[config.mk]
export PLATFORM = sky130hd
export DESIGN_NAME = event_counter_pool
export DESIGN_NICKNAME = d
export VERILOG_FILES = /design/src/rtl/ecp_pkg.sv /design/src/rtl/event_counter_pool.sv /design/src/rtl/ecp_counter_ram.sv /design/src/rtl/ecp_slot_alloc.sv
export SDC_FILE = /design/constraint.sdc
export NUM_CORES = 2
export LEC_CHECK = 0
export ABC_CLOCK_PERIOD_IN_PS = 26900
export BUFFER_PORTS_ARGS = -buffer_cell sky130_fd_sc_hd__buf_2
export CORE_ASPECT_RATIO = 2
export CORE_MARGIN = 5
export CORE_UTILIZATION = 30
export DETAILED_ROUTE_END_ITERATION = 12
export PLACE_DENSITY = 0.51
export SYNTH_ARGS = -nofsm -noshare
export SYNTH_HDL_FRONTEND = slang
export SYNTH_MEMORY_MAX_BITS = 65536
export SYNTH_SLANG_ARGS = --single-unit
[constraint.sdc]
create_clock -name clk -period 26.9 [get_ports clk]
set_input_delay 6.725 -clock clk [delete_from_list [all_inputs] [get_ports clk]]
set_output_delay 6.725 -clock clk [all_outputs]
set_load 0.05 [all_outputs]
[src/rtl/ecp_pkg.sv]
// Package for the event counter pool: operation and status codes, fixed field widths,
// and the count limit. Used by the top level and the counter RAM. No dependencies.
package ecp_pkg;

    // Fixed widths of the command and result fields.
    localparam int OP_W     = 3;
    localparam int HANDLE_W = 10;
    localparam int INIT_W   = 32;
    localparam int CNT_W    = 64;
    localparam int LEN_W    = 16;
    localparam int STATUS_W = 3;

    // Operation codes.
    localparam logic [OP_W-1:0] OP_CREATE = 3'd0;
    localparam logic [OP_W-1:0] OP_CLOSE  = 3'd1;
    localparam logic [OP_W-1:0] OP_READ   = 3'd2;
    localparam logic [OP_W-1:0] OP_WRITE  = 3'd3;
    localparam logic [OP_W-1:0] OP_STATUS = 3'd4;

    // Status codes.
    localparam logic [STATUS_W-1:0] ST_OK        = 3'd0;
    localparam logic [STATUS_W-1:0] ST_FULL      = 3'd1;
    localparam logic [STATUS_W-1:0] ST_BADHANDLE = 3'd2;
    localparam logic [STATUS_W-1:0] ST_INVALID   = 3'd3;
    localparam logic [STATUS_W-1:0] ST_AGAIN     = 3'd4;
    localparam logic [STATUS_W-1:0] ST_WAIT      = 3'd5;

    // Largest count a counter may hold, and the shortest valid transfer length.
    localparam logic [CNT_W-1:0] COUNT_LIMIT = 64'hffff_ffff_ffff_fffe;
    localparam logic [LEN_W-1:0] MIN_LENGTH  = 16'd8;

    // One entry of the counter memory.
    typedef struct packed {
        logic             semaphore;
        logic             nonblocking;
        logic [CNT_W-1:0] count;
    } entry_t;

endpackage

[src/rtl/event_counter_pool.sv]
// Event counter pool top level: command capture, execute step and result word.
// The result word appears on done from registers loaded in the execute step, after the RAM read.
// No new command is taken while one executes, as the counter RAM is read and then written.
// The receiver cannot stall; busy is high only in the execute cycle after the RAM read.
// Reset frees all slots at once through the in-use bits; the RAM needs no clearing pass.
// Depends on ecp_pkg, ecp_counter_ram and ecp_slot_alloc.
module event_counter_pool #(
    parameter int SLOTS       = 64,
    parameter int HANDLE_BASE = 256
) (
    input  logic                            clk,
    input  logic                            rst_n,
    input  logic                            start,
    output logic                            busy,
    input  logic [ecp_pkg::OP_W-1:0]        operation,
    input  logic [ecp_pkg::HANDLE_W-1:0]    handle,
    input  logic [ecp_pkg::INIT_W-1:0]      init_value,
    input  logic                            semaphore_mode,
    input  logic                            nonblocking,
    input  logic [ecp_pkg::CNT_W-1:0]       add_value,
    input  logic [ecp_pkg::LEN_W-1:0]       request_length,
    input  logic                            buffer_present,
    output logic                            done,
    output logic [ecp_pkg::STATUS_W-1:0]    status,
    output logic [ecp_pkg::HANDLE_W-1:0]    new_handle,
    output logic [ecp_pkg::CNT_W-1:0]       read_value,
    output logic                            readable,
    output logic                            writable
);

    localparam int SLOT_W = (SLOTS > 1) ? $clog2(SLOTS) : 1;
    localparam int DIFF_W = ecp_pkg::HANDLE_W + 1;

    localparam logic ST_IDLE = 1'b0;
    localparam logic ST_EXEC = 1'b1;

    logic state_reg;
    logic state_next;
    logic accept;

    // Captured command word.
    logic [ecp_pkg::OP_W-1:0]   op_reg;
    logic [SLOT_W-1:0]          slot_reg;
    logic                       in_range_reg;
    logic [ecp_pkg::INIT_W-1:0] init_reg;
    logic                       sem_reg;
    logic                       nb_reg;
    logic [ecp_pkg::CNT_W-1:0]  add_reg;
    logic                       xfer_ok_reg;

    // Handle decode.
    logic [DIFF_W-1:0] handle_diff;
    logic              handle_in_range;

    // RAM and allocator links.
    ecp_pkg::entry_t   rd_entry;
    ecp_pkg::entry_t   wr_entry;
    logic              wr_en;
    logic [SLOT_W-1:0] wr_addr;
    logic              upd_en;
    logic [SLOT_W-1:0] upd_slot;
    logic              upd_val;
    logic              chk_in_use;
    logic [SLOT_W-1:0] free_slot;
    logic              pool_full;

    // Execute results.
    logic                          valid_slot;
    logic [ecp_pkg::CNT_W:0]       sum;
    logic                          stall;
    logic [ecp_pkg::STATUS_W-1:0]  status_next;
    logic [ecp_pkg::HANDLE_W-1:0]  new_handle_next;
    logic [ecp_pkg::CNT_W-1:0]     read_value_next;
    logic                          readable_next;
    logic                          writable_next;

    logic                          done_reg;
    logic [ecp_pkg::STATUS_W-1:0]  status_reg;
    logic [ecp_pkg::HANDLE_W-1:0]  new_handle_reg;
    logic [ecp_pkg::CNT_W-1:0]     read_value_reg;
    logic                          readable_reg;
    logic                          writable_reg;

    assign busy   = (state_reg == ST_EXEC);
    assign accept = start && !busy;

    // Map the handle onto a slot number.
    assign handle_diff     = {1'b0, handle} - DIFF_W'(HANDLE_BASE);
    assign handle_in_range = ({1'b0, handle} >= DIFF_W'(HANDLE_BASE))
                             && (handle_diff < DIFF_W'(SLOTS));

    // Sequencer: the RAM read on accept, then execute and write back.
    always_comb
    begin
        case (state_reg)
            ST_IDLE: state_next = accept ? ST_EXEC : ST_IDLE;
            ST_EXEC: state_next = ST_IDLE;
            default: state_next = ST_IDLE;
        endcase
    end

    always_ff @(posedge clk or negedge rst_n)
    begin
        if (!rst_n)
        begin
            state_reg <= ST_IDLE;
        end
        else
        begin
            state_reg <= state_next;
        end
    end

    // Command capture.
    always_ff @(posedge clk)
    begin
        if (accept)
        begin
            op_reg       <= operation;
            slot_reg     <= handle_diff[SLOT_W-1:0];
            in_range_reg <= handle_in_range;
            init_reg     <= init_value;
            sem_reg      <= semaphore_mode;
            nb_reg       <= nonblocking;
            add_reg      <= add_value;
            xfer_ok_reg  <= (request_length >= ecp_pkg::MIN_LENGTH) && buffer_present;
        end
    end

    ecp_counter_ram #(
        .SLOTS  (SLOTS),
        .SLOT_W (SLOT_W)
    ) u_ram (
        .clk     (clk),
        .rd_en   (accept),
        .rd_addr (handle_diff[SLOT_W-1:0]),
        .rd_data (rd_entry),
        .wr_en   (wr_en),
        .wr_addr (wr_addr),
        .wr_data (wr_entry)
    );

    ecp_slot_alloc #(
        .SLOTS  (SLOTS),
        .SLOT_W (SLOT_W)
    ) u_alloc (
        .clk        (clk),
        .rst_n      (rst_n),
        .upd_en     (upd_en),
        .upd_slot   (upd_slot),
        .upd_val    (upd_val),
        .chk_slot   (slot_reg),
        .chk_in_use (chk_in_use),
        .free_slot  (free_slot),
        .full       (pool_full)
    );

    assign valid_slot = in_range_reg && chk_in_use;

    // A write overflows when count plus amount passes the limit.
    assign sum   = {1'b0, rd_entry.count} + {1'b0, add_reg};
    assign stall = (sum > {1'b0, ecp_pkg::COUNT_LIMIT});

    // Execute step: decide the result and the write-back.
    always_comb
    begin
        status_next     = ecp_pkg::ST_OK;
        new_handle_next = '0;
        read_value_next = '0;
        readable_next   = 1'b0;
        writable_next   = 1'b0;
        wr_en           = 1'b0;
        wr_addr         = slot_reg;
        wr_entry        = rd_entry;
        upd_en          = 1'b0;
        upd_slot        = slot_reg;
        upd_val         = 1'b0;
        case (op_reg)
            ecp_pkg::OP_CREATE:
            begin
                if (pool_full)
                begin
                    status_next = ecp_pkg::ST_FULL;
                end
                else
                begin
                    wr_en                = 1'b1;
                    wr_addr              = free_slot;
                    wr_entry.count       = {{(ecp_pkg::CNT_W - ecp_pkg::INIT_W){1'b0}}, init_reg};
                    wr_entry.semaphore   = sem_reg;
                    wr_entry.nonblocking = nb_reg;
                    upd_en               = 1'b1;
                    upd_slot             = free_slot;
                    upd_val              = 1'b1;
                    new_handle_next      = ecp_pkg::HANDLE_W'(HANDLE_BASE)
                                           + ecp_pkg::HANDLE_W'(free_slot);
                end
            end
            ecp_pkg::OP_CLOSE:
            begin
                if (!valid_slot)
                begin
                    status_next = ecp_pkg::ST_BADHANDLE;
                end
                else
                begin
                    upd_en  = 1'b1;
                    upd_val = 1'b0;
                end
            end
            ecp_pkg::OP_READ:
            begin
                if (!valid_slot || !xfer_ok_reg)
                begin
                    status_next = ecp_pkg::ST_INVALID;
                end
                else if (rd_entry.count == '0)
                begin
                    status_next = rd_entry.nonblocking ? ecp_pkg::ST_AGAIN : ecp_pkg::ST_WAIT;
                end
                else if (rd_entry.semaphore)
                begin
                    read_value_next = ecp_pkg::CNT_W'(1);
                    wr_en           = 1'b1;
                    wr_entry.count  = rd_entry.count - ecp_pkg::CNT_W'(1);
                end
                else
                begin
                    read_value_next = rd_entry.count;
                    wr_en           = 1'b1;
                    wr_entry.count  = '0;
                end
            end
            ecp_pkg::OP_WRITE:
            begin
                if (!valid_slot || !xfer_ok_reg)
                begin
                    status_next = ecp_pkg::ST_INVALID;
                end
                else if (stall)
                begin
                    status_next = rd_entry.nonblocking ? ecp_pkg::ST_AGAIN : ecp_pkg::ST_WAIT;
                end
                else
                begin
                    wr_en          = 1'b1;
                    wr_entry.count = sum[ecp_pkg::CNT_W-1:0];
                end
            end
            ecp_pkg::OP_STATUS:
            begin
                if (valid_slot)
                begin
                    readable_next = (rd_entry.count != '0);
                    writable_next = (rd_entry.count < ecp_pkg::COUNT_LIMIT);
                end
            end
            default:
            begin
                status_next = ecp_pkg::ST_INVALID;
            end
        endcase
        if (state_reg != ST_EXEC)
        begin
            wr_en  = 1'b0;
            upd_en = 1'b0;
        end
    end

    // Result word, shown for one cycle.
    always_ff @(posedge clk or negedge rst_n)
    begin
        if (!rst_n)
        begin
            done_reg <= 1'b0;
        end
        else
        begin
            done_reg <= (state_reg == ST_EXEC);
        end
    end

    always_ff @(posedge clk)
    begin
        if (state_reg == ST_EXEC)
        begin
            status_reg     <= status_next;
            new_handle_reg <= new_handle_next;
            read_value_reg <= read_value_next;
            readable_reg   <= readable_next;
            writable_reg   <= writable_next;
        end
    end

    assign done       = done_reg;
    assign status     = status_reg;
    assign new_handle = new_handle_reg;
    assign read_value = read_value_reg;
    assign readable   = readable_reg;
    assign writable   = writable_reg;

endmodule

[src/rtl/ecp_counter_ram.sv]
// Synchronous single-port-write, single-port-read memory that holds the counter
// and mode marks of every slot. Depends on ecp_pkg for the entry type.
module ecp_counter_ram #(
    parameter int SLOTS  = 64,
    parameter int SLOT_W = 6
) (
    input  logic                clk,
    input  logic                rd_en,
    input  logic [SLOT_W-1:0]   rd_addr,
    output ecp_pkg::entry_t     rd_data,
    input  logic                wr_en,
    input  logic [SLOT_W-1:0]   wr_addr,
    input  ecp_pkg::entry_t     wr_data
);

    ecp_pkg::entry_t mem [SLOTS];
    ecp_pkg::entry_t rd_data_reg;

    // Write port.
    always_ff @(posedge clk)
    begin
        if (wr_en)
        begin
            mem[wr_addr] <= wr_data;
        end
    end

    // Registered read port.
    always_ff @(posedge clk)
    begin
        if (rd_en)
        begin
            rd_data_reg <= mem[rd_addr];
        end
    end

    assign rd_data = rd_data_reg;

endmodule

[src/rtl/ecp_slot_alloc.sv]
// In-use bits of all slots and the registered search for the lowest free slot.
// Depends on no package items.
module ecp_slot_alloc #(
    parameter int SLOTS  = 64,
    parameter int SLOT_W = 6
) (
    input  logic              clk,
    input  logic              rst_n,
    input  logic              upd_en,
    input  logic [SLOT_W-1:0] upd_slot,
    input  logic              upd_val,
    input  logic [SLOT_W-1:0] chk_slot,
    output logic              chk_in_use,
    output logic [SLOT_W-1:0] free_slot,
    output logic              full
);

    logic [SLOTS-1:0]  in_use_reg;
    logic [SLOT_W-1:0] free_slot_reg;
    logic [SLOT_W-1:0] free_slot_next;
    logic              full_reg;
    logic              full_next;

    // Set or clear one in-use bit.
    always_ff @(posedge clk or negedge rst_n)
    begin
        if (!rst_n)
        begin
            in_use_reg <= '0;
        end
        else if (upd_en)
        begin
            in_use_reg[upd_slot] <= upd_val;
        end
    end

    // Lowest free slot, found from the current bits and registered.
    always_comb
    begin
        free_slot_next = '0;
        full_next      = 1'b1;
        for (int i = SLOTS - 1; i >= 0; i--)
        begin
            if (!in_use_reg[i])
            begin
                free_slot_next = SLOT_W'(i);
                full_next      = 1'b0;
            end
        end
    end

    always_ff @(posedge clk or negedge rst_n)
    begin
        if (!rst_n)
        begin
            free_slot_reg <= '0;
            full_reg      <= 1'b0;
        end
        else
        begin
            free_slot_reg <= free_slot_next;
            full_reg      <= full_next;
        end
    end

    assign chk_in_use = in_use_reg[chk_slot];
    assign free_slot  = free_slot_reg;
    assign full       = full_reg;

endmodule

==> qor.txt <==
result of the run: finished, final reports clean
starting density of the core: 30.1%
DRT antenna net count: 0
wire length reported by the detailed router: 613,000 µm
last weighted congestion value of the routability-driven placer: 0.916
FFs w/ async S/R, synth: 1.61%
largest fanout on the critical path: 111
normalized max-slew margin: 9.99%
number of enable flip-flop cells after synthesis: 4,475
TritonCTS clock tree: yes
number of nets at the end of the flow: 9,043
worst-case vdd ir drop: 0.0000484 V
total of buffers placed on input and output ports: 205
number of hold violations in the final report: 0
commonest non-fill, non-tap cell in the layout: sky130_fd_sc_hd__edfxtp_1
vertical die dimension: 1110 µm
share of power burned in combinational logic: 7.2%
Residual DRC: 0
core area: 602,000 µm²
final core area utilization: 34.4%
power dissipated by switching net loads: 3.42 mW
via density per instance: 5.44
peak per-stage delay on the critical path: 0.93 ns
Highest Clock Rate: 0.0813 GHz
Tightest Pin Transition: 1.35 ns
detailed-router iteration count before antenna repair: 8
count of pins on the block boundary: 212
post-CTS clock slew at the launch and capture registers of the worst setup and hold paths: 0.06 ns
clock group share of total power: 39.2%
pin count of the biggest net entering global routing: 112
area share of xor/xnor cells in the synthesized design: 0.252%
clock latency of the later-clocked register in the worst-skew pair: 1.07 ns
register area share after synthesis: 75.2%
most numerous cell on the critical path: sky130_fd_sc_hd__buf_4
part of the cycle the worst path needs: 45.7%
final setup TNS: 0 ns
half-perimeter wire length after placement: 358,000 µm
Slowest cell on crit path: sky130_fd_sc_hd__buf_4
average footprint of a synthesized cell: 21.8 µm²
yosys warns: 0
number of global-route vias before repair: 95,100
initial antenna violation count: 45
Worst EP arrival: 13.04 ns
main combinational cell family by area after synthesis: multiplexers
top flip-flop cell by instance count after synthesis: sky130_fd_sc_hd__edfxtp_1
area of the mapped netlist: 181,000 µm²
total via count after detailed routing: 93,000
register share of total power: 53.6%
simple logic cell fraction of the synthesized area: 2.69%
kind of critical path: input port to register
commonest cells after routing, fill and taps aside: sky130_fd_sc_hd__edfxtp_1 (4,475), sky130_fd_sc_hd__mux4_2 (1,407), sky130_fd_sc_hd__clkbuf_16 (418), sky130_fd_sc_hd__buf_4 (340), sky130_fd_sc_hd__nand2_1 (309)
share of final-layout standard cells stronger than drive strength 1: 29.6%
Pwr per Cell Area: 72.1 nW/µm²
hold slack: 0.535 ns
H-tree levels: 5
cell at the root of the clock tree: sky130_fd_sc_hd__clkbuf_16
die width: 559 µm
maximum clock insertion buffer count: 5
Worst Setup End Kind: register
number of DRC markers after the initial detailed-route iteration: 11,100
number of unique standard cell types used by synthesis: 97
global-route usage over all layers: 19.3%
Crit path required time: 27.64 ns
Final Critical Period: 12.30 ns
internal power consumption: 11.5 mW
Max Slew Vio Count: 0
Post-Synthesis Cells: 8,320
multiplexer area fraction after synthesis: 17.7%
global route total overflow: 0
average wire length per cell after detail routing: 35.9 µm
worst setup skew after layout: 0.108 ns
clock sink count: 4,548
list of cells traversed by the critical path: buf_8 -> buf_4 -> buf_12 -> buf_4 -> buf_4 -> buf_4 -> mux4_2 -> mux4_2 -> mux4_2
number of storage elements in the synthesis netlist: 4,548
placed cell count: 16,300
postcts setup bufs: 0
Layout Area Growth over Synthesis: 14.3%
post-synthesis compound-gate area fraction: 2.56%
type of element launching the critical path: input port
DIE AREA: 620,000 µm²
endpoints failing setup: 0
max cap viols: 0
number of rows in the core area: 403
post-CTS resize count: 0
non-filler cells, final: 17,100
HP Class: register to register
RSZ-0062 raised after global routing: no
wire length of the first global-routing pass: 825,000 µm
max reg flops: 4,224
TritonCTS Buffers: 415
leakage component of the power: 63.5 nW
switching part of the total: 22.9%
share of synthesized cell area in full adder, half adder and majority cells: 0.467%
cts hold-fix bufs: 0
## metrics by stage
step                      area, µm²  total power [mW]  worst slack (ns)
after CTS                    207000              15.1             14.66
after global placement       194000              9.21             13.62
after detailed placement     194000              9.24             13.55
after floorplan              181000              8.79             11.68
final                        207000              14.9             14.60
after global routing         207000              15.4             14.31
## area by class of cell
cell class	count	area (µm²)
fillers	56000	395000
clock inverters	237	2210
diodes	23	57.6
multi-input cells	3242	43800
well taps	7897	9880
flip-flops and latches	4548	136000
repair buffers	558	3910
clock buffers	493	10700
inverters	80	300
## final timing paths
| kind | from | to | slack (ns) | depth (start not counted) |
|---|---|---|---|---|
| setup / recovery | handle[1] | u_ram.rd_data[61] | 14.60 | 9 |
| hold / removal | u_alloc.in_use_reg[59] | u_alloc.in_use_reg[59] | 0.53 | 2 |
| setup reg to reg | u_ram.rd_data[0] | u_ram.mem[12][1] | 17.91 | 18 |
| hold reg to reg | u_alloc.in_use_reg[59] | u_alloc.in_use_reg[59] | 0.53 | 2 |
| max in group asynchronous | rst_n | u_alloc.in_use_reg[9] | 20.23 | 2 |
| min in group asynchronous | rst_n | done | 5.89 | 2 |
## worst max-delay path: cells and delay by family
family	cells	cell delay, ns
buf+inv	6	4.28
mux	3	1.46
## kinds of logic after synthesis
| group | after synthesis |
|---|---|
| flip-flops | 4548 |
| multiplexers | 1435 |
| AND/OR/NAND/NOR | 971 |
| AO/OA/AOI/OAI | 714 |
| buffers and inverters | 532 |
| adder cells (fa/ha/maj) | 67 |
| XOR/XNOR | 52 |
| other | 1 |
## Yosys cell counts, types with 52 or more instances
| cell type | n | area share (%) |
|---|---|---|
| sky130_fd_sc_hd__a21oi_1 | 167 | 0.46 |
| sky130_fd_sc_hd__buf_1 | 96 | 0.20 |
| sky130_fd_sc_hd__clkbuf_1 | 329 | 0.68 |
| sky130_fd_sc_hd__dfrtp_1 | 73 | 1.0 |
| sky130_fd_sc_hd__edfxtp_1 | 4475 | 74 |
| sky130_fd_sc_hd__ha_1 | 66 | 0.46 |
| sky130_fd_sc_hd__inv_1 | 80 | 0.17 |
| sky130_fd_sc_hd__mux4_2 | 1407 | 17 |
| sky130_fd_sc_hd__nand2_1 | 312 | 0.65 |
| sky130_fd_sc_hd__nand3_1 | 52 | 0.14 |
| sky130_fd_sc_hd__nand4_1 | 59 | 0.20 |
| sky130_fd_sc_hd__nor2_1 | 146 | 0.30 |
| sky130_fd_sc_hd__nor3_1 | 103 | 0.28 |
| sky130_fd_sc_hd__nor4_1 | 101 | 0.35 |
| sky130_fd_sc_hd__o21ai_0 | 212 | 0.59 |
## power groups by stage
stage                     Sequential [mW]  Clock, mW  Combinational (mW)
after floorplan                      8.16          0               0.635
after global placement               8.16          0                1.05
after detailed placement             8.16          0                1.08
after CTS                            8.01       5.99                1.08
after global routing                 8.00       6.24                1.14
final                                8.01       5.86                1.07
## metal layers
layer | part of all wire [%] | track usage (%) | up-vias
li1 | - | - | 36500
met1 | 37 | 23.6 | 51300
met2 | 52 | 34.2 | 4167
met3 | 6.7 | 3.17 | 981
met4 | 4.1 | 7.49 | 6
met5 | 0.0055 | 0 | -
(Power assumes the default switching activity.)
